[src/sv/rlp_pkg.sv]
// Shared constants, types and the helper function of the RTP L16 packetizer.
`timescale 1ns / 1ps

package rlp_pkg;

    localparam logic [15:0] HDR_BASE  = 16'h8000;
    localparam logic [15:0] HDR_BYTES = 16'd12;

    // register reset values
    localparam logic [15:0] RST_MTU      = 16'd1460;
    localparam logic [1:0]  RST_CHANNELS = 2'd2;
    localparam logic [6:0]  RST_PT       = 7'd96;
    localparam logic        RST_LE       = 1'b1;
    localparam logic [31:0] RST_SSRC     = 32'd0;
    localparam logic [15:0] RST_SEQ      = 16'd0;
    localparam logic [31:0] RST_TS       = 32'd0;

    // configuration register indexes
    localparam logic [2:0] CFG_MTU      = 3'd0;
    localparam logic [2:0] CFG_CHANNELS = 3'd1;
    localparam logic [2:0] CFG_PT       = 3'd2;
    localparam logic [2:0] CFG_LE       = 3'd3;
    localparam logic [2:0] CFG_SSRC     = 3'd4;
    localparam logic [2:0] CFG_SEQ      = 3'd5;
    localparam logic [2:0] CFG_TS       = 3'd6;

    // request opcodes
    localparam logic OP_SAMPLE = 1'b0;
    localparam logic OP_DISC   = 1'b1;

    // output word selects, header words in wire order then the payload word
    localparam logic [2:0] SEL_PT      = 3'd0;
    localparam logic [2:0] SEL_SEQ     = 3'd1;
    localparam logic [2:0] SEL_TS_HI   = 3'd2;
    localparam logic [2:0] SEL_TS_LO   = 3'd3;
    localparam logic [2:0] SEL_SSRC_HI = 3'd4;
    localparam logic [2:0] SEL_SSRC_LO = 3'd5;
    localparam logic [2:0] SEL_PAYLOAD = 3'd6;

    typedef struct packed {
        logic        need_hdr;
        logic        closing;
        logic [15:0] word;
        logic [15:0] seq;
        logic [31:0] ts;
        logic [6:0]  pt;
        logic [31:0] ssrc;
    } item_t;

    // payload word limit: whole frames that fit in mtu minus header, at least one frame
    function automatic logic [14:0] calc_limit(input logic [15:0] mtu, input logic stereo);
        logic [15:0] space;
        logic [14:0] lim;
        space = (mtu > HDR_BYTES) ? (mtu - HDR_BYTES) : 16'd0;
        if (stereo) begin
            lim = {space[15:2], 1'b0};
            if (lim == 15'd0) begin
                lim = 15'd2;
            end
        end else begin
            lim = space[15:1];
            if (lim == 15'd0) begin
                lim = 15'd1;
            end
        end
        return lim;
    endfunction

endpackage

[src/sv/rlp_front.sv]
// Input stage: configuration registers, packet state and the staged request.
`timescale 1ns / 1ps

module rlp_front (
    input  logic                aclk,
    input  logic                aresetn,
    input  logic                cfg_we,
    input  logic [2:0]          cfg_index,
    input  logic [31:0]         cfg_data,
    input  logic                s_tvalid,
    output logic                s_tready,
    input  logic [15:0]         s_tdata,
    input  logic                s_tlast,
    input  logic                s_tuser,
    input  logic                pop,
    output rlp_pkg::item_t      item,
    output logic                item_valid
);

    logic [15:0]     mtu_reg;
    logic [1:0]      ch_reg;
    logic [6:0]      pt_reg;
    logic            le_reg;
    logic [31:0]     ssrc_reg;
    logic [15:0]     seq_reg;
    logic [31:0]     ts_reg;
    logic            open_reg;
    logic [14:0]     pw_reg;
    logic [14:0]     limit_reg;
    logic            stage_valid_reg;
    logic            stage_valid_next;
    rlp_pkg::item_t  stage_reg;

    logic            accept;
    logic            stage_load;
    logic [14:0]     words;
    logic            closing;
    logic [15:0]     swapped;
    logic [14:0]     frames;
    logic [31:0]     ts_adv;
    rlp_pkg::item_t  new_item;

    assign s_tready   = !stage_valid_reg || pop;
    assign accept     = s_tvalid && s_tready;
    assign stage_load = accept && !cfg_we && (s_tuser == rlp_pkg::OP_SAMPLE);
    assign item       = stage_reg;
    assign item_valid = stage_valid_reg;

    always_comb begin
        words    = open_reg ? (pw_reg + 15'd1) : 15'd1;
        closing  = s_tlast || (words >= limit_reg);
        swapped  = le_reg ? {s_tdata[7:0], s_tdata[15:8]} : s_tdata;
        frames   = ch_reg[1] ? {1'b0, words[14:1]} : words;
        ts_adv   = ts_reg + {17'd0, frames};
        new_item = '{need_hdr: !open_reg, closing: closing, word: swapped,
                     seq: seq_reg, ts: ts_reg, pt: pt_reg, ssrc: ssrc_reg};
        stage_valid_next = (stage_valid_reg && !pop) || stage_load;
    end

    always_ff @(posedge aclk) begin
        if (!aresetn) begin
            mtu_reg         <= rlp_pkg::RST_MTU;
            ch_reg          <= rlp_pkg::RST_CHANNELS;
            pt_reg          <= rlp_pkg::RST_PT;
            le_reg          <= rlp_pkg::RST_LE;
            ssrc_reg        <= rlp_pkg::RST_SSRC;
            seq_reg         <= rlp_pkg::RST_SEQ;
            ts_reg          <= rlp_pkg::RST_TS;
            open_reg        <= 1'b0;
            pw_reg          <= 15'd0;
            limit_reg       <= rlp_pkg::calc_limit(rlp_pkg::RST_MTU, rlp_pkg::RST_CHANNELS[1]);
            stage_valid_reg <= 1'b0;
        end else begin
            stage_valid_reg <= stage_valid_next;
            if (cfg_we) begin
                case (cfg_index)
                    rlp_pkg::CFG_MTU: begin
                        mtu_reg   <= cfg_data[15:0];
                        limit_reg <= rlp_pkg::calc_limit(cfg_data[15:0], ch_reg[1]);
                    end
                    rlp_pkg::CFG_CHANNELS: begin
                        ch_reg    <= cfg_data[1:0];
                        limit_reg <= rlp_pkg::calc_limit(mtu_reg, cfg_data[1]);
                    end
                    rlp_pkg::CFG_PT:   pt_reg   <= cfg_data[6:0];
                    rlp_pkg::CFG_LE:   le_reg   <= cfg_data[0];
                    rlp_pkg::CFG_SSRC: ssrc_reg <= cfg_data;
                    rlp_pkg::CFG_SEQ:  seq_reg  <= cfg_data[15:0];
                    rlp_pkg::CFG_TS:   ts_reg   <= cfg_data;
                    default: ;
                endcase
            end else if (accept) begin
                if (s_tuser == rlp_pkg::OP_DISC) begin
                    ts_reg <= 32'd0;
                end else begin
                    if (closing) begin
                        seq_reg  <= seq_reg + 16'd1;
                        ts_reg   <= ts_adv;
                        open_reg <= 1'b0;
                        pw_reg   <= 15'd0;
                    end else begin
                        open_reg <= 1'b1;
                        pw_reg   <= words;
                    end
                end
            end
        end
    end

    always_ff @(posedge aclk) begin
        if (stage_load) begin
            stage_reg <= new_item;
        end
    end

endmodule

[src/sv/rlp_emit.sv]
// Output stage: header word sequencer and the result register.
`timescale 1ns / 1ps

module rlp_emit (
    input  logic                aclk,
    input  logic                aresetn,
    input  rlp_pkg::item_t      item,
    input  logic                item_valid,
    output logic                pop,
    output logic                m_tvalid,
    input  logic                m_tready,
    output logic [15:0]         m_tdata,
    output logic                m_tlast,
    output logic [1:0]          m_tuser
);

    logic        m_tvalid_reg;
    logic [15:0] m_tdata_reg;
    logic        m_tlast_reg;
    logic [1:0]  m_tuser_reg;
    logic [2:0]  idx_reg;

    logic        load;
    logic [2:0]  sel;
    logic [15:0] word;

    assign load = !m_tvalid_reg || m_tready;
    assign sel  = item.need_hdr ? idx_reg : rlp_pkg::SEL_PAYLOAD;
    assign pop  = item_valid && load && (sel == rlp_pkg::SEL_PAYLOAD);

    always_comb begin
        case (sel)
            rlp_pkg::SEL_PT:      word = rlp_pkg::HDR_BASE | {9'd0, item.pt};
            rlp_pkg::SEL_SEQ:     word = item.seq;
            rlp_pkg::SEL_TS_HI:   word = item.ts[31:16];
            rlp_pkg::SEL_TS_LO:   word = item.ts[15:0];
            rlp_pkg::SEL_SSRC_HI: word = item.ssrc[31:16];
            rlp_pkg::SEL_SSRC_LO: word = item.ssrc[15:0];
            default:              word = item.word;
        endcase
    end

    always_ff @(posedge aclk) begin
        if (!aresetn) begin
            m_tvalid_reg <= 1'b0;
            idx_reg      <= 3'd0;
        end else if (load) begin
            m_tvalid_reg <= item_valid;
            if (item_valid) begin
                idx_reg <= pop ? 3'd0 : (idx_reg + 3'd1);
            end
        end
    end

    always_ff @(posedge aclk) begin
        if (load && item_valid) begin
            m_tdata_reg <= word;
            m_tlast_reg <= (sel == rlp_pkg::SEL_PAYLOAD) && item.closing;
            m_tuser_reg <= {sel == rlp_pkg::SEL_PT, sel != rlp_pkg::SEL_PAYLOAD};
        end
    end

    assign m_tvalid = m_tvalid_reg;
    assign m_tdata  = m_tdata_reg;
    assign m_tlast  = m_tlast_reg;
    assign m_tuser  = m_tuser_reg;

endmodule

[src/sv/rtp_l16_audio_packetizer_core.sv]
// Top level of the RTP L16 audio packetizer.
`timescale 1ns / 1ps
//
// Sample words enter on the s_ stream, one request per 16-bit word; s_tuser
// high marks a discontinuity request, which zeroes the timestamp and emits
// nothing. s_tlast closes the packet after that word. Packets leave on the
// m_ stream as 16-bit wire-order words: six header words, then payload words;
// m_tlast marks the final payload word of a packet.
// A request is staged in the stage register when it is accepted; its first
// word then passes into the output register. Throughput: one payload word per
// cycle while m_tready is high; a request that opens a packet waits in the
// stage while the header sequencer that shares the output register runs.
// A stalled receiver holds the output register; one more request is taken
// into the stage register, then s_tready drops until the stage drains.
// Reset loads the register defaults (mtu 1460, stereo, payload type 96,
// little-endian input) and leaves no packet open. Configuration writes on
// cfg_we take effect at once and belong to idle periods only.
//

module rtp_l16_audio_packetizer_core (
    input  logic        aclk,
    input  logic        aresetn,
    input  logic        cfg_we,
    input  logic [2:0]  cfg_index,
    input  logic [31:0] cfg_data,
    input  logic        s_tvalid,
    output logic        s_tready,
    input  logic [15:0] s_tdata,    // sample_word
    input  logic        s_tlast,
    input  logic        s_tuser,    // opcode
    output logic        m_tvalid,
    input  logic        m_tready,
    output logic [15:0] m_tdata,    // out_word
    output logic        m_tlast,
    output logic [1:0]  m_tuser     // [0] header_word, [1] packet_start
);

    rlp_pkg::item_t item;
    logic           item_valid;
    logic           pop;

    rlp_front u_front (
        .aclk       (aclk),
        .aresetn    (aresetn),
        .cfg_we     (cfg_we),
        .cfg_index  (cfg_index),
        .cfg_data   (cfg_data),
        .s_tvalid   (s_tvalid),
        .s_tready   (s_tready),
        .s_tdata    (s_tdata),
        .s_tlast    (s_tlast),
        .s_tuser    (s_tuser),
        .pop        (pop),
        .item       (item),
        .item_valid (item_valid)
    );

    rlp_emit u_emit (
        .aclk       (aclk),
        .aresetn    (aresetn),
        .item       (item),
        .item_valid (item_valid),
        .pop        (pop),
        .m_tvalid   (m_tvalid),
        .m_tready   (m_tready),
        .m_tdata    (m_tdata),
        .m_tlast    (m_tlast),
        .m_tuser    (m_tuser)
    );

endmodule
[config.mk]
export PLATFORM = sky130hd
export DESIGN_NAME = rtp_l16_audio_packetizer_core
export DESIGN_NICKNAME = d
export VERILOG_FILES = /design/src/sv/rlp_pkg.sv /design/src/sv/rlp_front.sv /design/src/sv/rlp_emit.sv /design/src/sv/rtp_l16_audio_packetizer_core.sv
export SDC_FILE = /design/constraint.sdc
export NUM_CORES = 1
export LEC_CHECK = 0
export BUFFER_PORTS_ARGS = -buffer_cell sky130_fd_sc_hd__buf_2
export CORE_UTILIZATION = 45
export CTS_CLUSTER_SIZE = 16
export DETAILED_ROUTE_END_ITERATION = 10
export GPL_TIMING_DRIVEN = 0
export SETUP_SLACK_MARGIN = 0.2
export SYNTH_ARGS = -nofsm -noshare
export SYNTH_HDL_FRONTEND = slang
export SYNTH_SLANG_ARGS = --single-unit
[constraint.sdc]
create_clock -name aclk -period 10.4 [get_ports aclk]
set_input_delay 0.52 -clock aclk [delete_from_list [all_inputs] [get_ports aclk]]
set_output_delay 0.52 -clock aclk [all_outputs]
set_load 0.01 [all_outputs]
==> results.md <==
- Setup Skew: 13.06 ps
- Boundary Pins: just under 80
- Final Hold Viols: 0
- R2r setup slk: between 6000 and 7000 ps
- Bufs on Longest Clock Path: 3
- Fraction of layout cells with a size suffix above 1: 0.1235
- Final Max Tran Viols: 0
- DRT antenna net count: 0
- CP Launch Point: u_front.pw_reg[0]$_SDFFE_PN0P_
- Clock power share: 0.447
- Cts hold-fix bufs: 0
- Global-route wire length before repair: about 66000 µm
- Max_cap viols: 0
- Via count: approximately 11000
- Number of global-route vias before repair: ~11000
- Pwr/cell area: around 160 mW/mm²
- Initial Util: 0.4577
- DRC: 0
- Worst IR Drop VDD: 0.0001309 V
- Routed WL: 43430 µm
- CP startpoint kind: flip-flop
- P_leak: ~5.5 nW
- Comb power frac: 0.078
- First-pass DRT Iterations: 8
- Core region area: 0.02878 mm²
- FILL cells: approximately 2700
- Rel. slew slack: 0.1769
- Clock Latency Late Sink: between 500 and 600 ps
- CP required: approximately 11000 ps
- Avg Inst Size Synth: 9.545 µm²
- FF-to-FF Start: u_front.pw_reg[0]$_SDFFE_PN0P_
- Crit path time final: between 4000 and 5000 ps
- Final period utilization: 0.4152
- Int Pwr: 1.829 mW
- Most used cell, CP: a21o_1
- RSZ-0062 raised after global routing: no
- Final Wtd Congestion: approximately 0.90
- CP endpoint kind: flip-flop
- Final-stage net count: between 1500 and 2000
- Top post-synthesis cells by area: edfxtp_1, dfxtp_1, nand2_1, a21oi_1, ha_1
- Total negative slack: 0 ps
- Drt first-iter violations: approximately 1400
- Worst setup path end: u_front.ts_reg[24]$_SDFFE_PN0P_
- Commonest cells after routing, fill and taps aside: nand2_1, dfxtp_1, a21oi_1
- Hold WS: roughly 200 ps
- Place WS: 6178 ps
- Reg power frac: 0.475
- Commonest non-fill, non-tap cell in the layout: nand2_1
- Share of flip-flops with an asynchronous set or reset: 0
- Synth Cell Area: roughly 0.013 mm²
- Initial antenna violation count: 2
- Multi-input gate area: between 0.006 and 0.007 mm²
- Port bufs: 68
- Routed WL per cell: 22.96 µm
- Max reg flops: approximately 110
- Synth Area in Compound Gates: 0.1900
- Post-synthesis mux area share: 0.02679
- CTS HTree Levels: 1
- Adder-Cell Fraction of Synth Area: 0.03951
- Sequential area share after synthesis: 0.4970
- Met2 WL post-DR: a little under 20000 µm
- Crit-path max FO: 10
- #FFs+latches synth: 265
- CP cell instances: ha_1 -> nand4_1 -> nor3_1 -> nand3_1 -> xor2_1 -> nor2_1 -> ha_1 -> a21o_1 -> a21o_1 -> a211o_1 -> nor3_2 -> a21o_1 -> clkbuf_1 -> nand3_1 -> o211ai_1
- FF+latch area: around 0.0065 mm²
- Fmax: roughly 230 MHz
- Vertical die dimension: 173.1 µm
- Post-Synth XOR/XNOR Area: 0.02593
- Total CTS buffers: 30
- WS Path Type: flip-flop to flip-flop
- Row cnt: 62
- Routed vias/inst: 5.999
- Finished Core Util: 0.5236
- M1 WL: ~19000 µm
- Main combinational cell family by area after synthesis: compound AO/OA/AOI/OAI gates
- Clock-pin transition on the worst setup and hold timing paths: about 60 ps
- Main synth FF type: dfxtp_1
- Slew @ Worst Pin: around 1200 ps
- Largest net degree at the start of global routing: between 60 and 70
- P&R area growth vs syn: 14.40%
- Clk sinks: ~270
- Die X: between 150 and 200 µm
- CP arrival: a little under 5000 ps
- Yosys cell types: between 80 and 90
- CP max stage delay: 470 ps
- Post-synth top area share: 0.2827
- Mapped Cells: between 1000 and 1500
- Status: finished, final reports clean
- Total GRT Usage: 0.2886
- Slowest CP cell: clkbuf_1
- Post-synth EDFFs: roughly 120
- Max layer used: met4
- R2r worst-path depth: 15
- Clk root buf: clkbuf_16
- Worst min-delay path class: input pin to flip-flop
- Switch Pwr: ~0.60 mW
- Post-CTS Setup Inserts: 0
- PostCTS Resize Cnt: 0
- Post-synthesis simple-gate area fraction: 0.1804
- Grt ovf: 0
- Switching part of the total: 0.2469
- Hpwl dp: between 30000 and 40000 µm
- YS warnings: 0
- Largest area contributor in the netlist: edfxtp_1
- Full die area: 0.02996 mm²
- Routed met3 length: ~3500 µm
- Synthesized Nets: ~1500
- Final worst slack: 6082 ps
- Clock tree from TritonCTS: built
- Final setup violation count: 0
- FF-to-FF End: u_front.ts_reg[24]$_SDFFE_PN0P_
==> final cells by class <==
type | count | share of cell area
Antenna cell | 1 | 0.0001661
Buffer | 92 | 0.02607
Clock buffer | 43 | 0.05638
Clock inverter | 13 | 0.01146
Inverter | 38 | 0.009548
Multi-Input combinational cell | 985 | 0.4043
Sequential cell | 265 | 0.4344
Tap cell | 384 | 0.03188
Timing Repair Buffer | 70 | 0.02574
==> per-layer routing <==
layer | GRT usage | vias up
met3 | 0.06464 | 80
met1 | 0.3861 | 5458
met2 | 0.4600 | 480
met4 | 0.1007 | 0
li1 | - | 5326
met5 | 0 | -
==> cell usage after synthesis (all sizes together), types with 19 or more instances <==
library cell  number
a21oi            130
a22oi             38
clkbuf            74
dfxtp            141
edfxtp           124
ha                40
inv               37
mux2              26
nand2            216
nand3             71
nor2              79
nor3              37
o21ai             52
xnor2             19
xor2              20
==> kinds of logic (layout without fill, tap and decap cells) <==
kind of cell | after synthesis | in the layout
flip-flops | 265 | 265
buffers and inverters | 130 | 256
other | 0 | 1
AND/OR/NAND/NOR | 500 | 500
multiplexers | 32 | 32
XOR/XNOR | 39 | 39
adder cells (fa/ha/maj) | 41 | 41
AO/OA/AOI/OAI | 373 | 373
==> worst max-delay path: cells and delay by family, from the launching register on <==
| family | cells | cell delay, ps |
|---|---|---|
| buf+inv | 1 | 470 |
| simple gates | 6 | 1510 |
| fa+ha+maj | 2 | 590 |
| flops | 1 | 400 |
| compound gates | 5 | 1110 |
| xor+xnor | 1 | 170 |
==> worst min path at each step <==
stage	startpoint	endpoint	slack [ps]	depth (start not counted)
after global placement	u_front.pt_reg[2]$_SDFFE_PN0P_	u_front.item[34]$_DFFE_PP_	410	0
after floorplan	u_front.ssrc_reg[0]$_SDFFE_PN0P_	u_front.item[0]$_DFFE_PP_	410	0
after CTS	cfg_data[24]	u_front.ssrc_reg[24]$_SDFFE_PN0P_	180	3
after detailed placement	u_front.pt_reg[2]$_SDFFE_PN0P_	u_front.item[34]$_DFFE_PP_	410	0
after global routing	cfg_data[24]	u_front.ssrc_reg[24]$_SDFFE_PN0P_	230	3
final	cfg_data[24]	u_front.ssrc_reg[24]$_SDFFE_PN0P_	200	3
==> per-stage QoR <==
stage | cell area [µm²] | instances | total power, mW
finish | 15070 | 1891 | 2.429
global placement | 13990 | 1832 | 1.360
detailed placement | 14040 | 1834 | 1.361
floorplan | 13170 | 1380 | 1.277
global route | 15070 | 1890 | 2.500
CTS | 15070 | 1890 | 2.434
==> power by group through the flow <==
| stage | logic [mW] | clock network, mW | registers, mW |
|---|---|---|---|
| after global placement | 0.183 | 0 | 1.18 |
| after CTS | 0.188 | 1.09 | 1.15 |
| after detailed placement | 0.187 | 0 | 1.17 |
| final | 0.190 | 1.09 | 1.15 |
| after floorplan | 0.112 | 0 | 1.16 |
| after global routing | 0.206 | 1.14 | 1.16 |
Note: power is estimated with default switching activity, not from simulation.
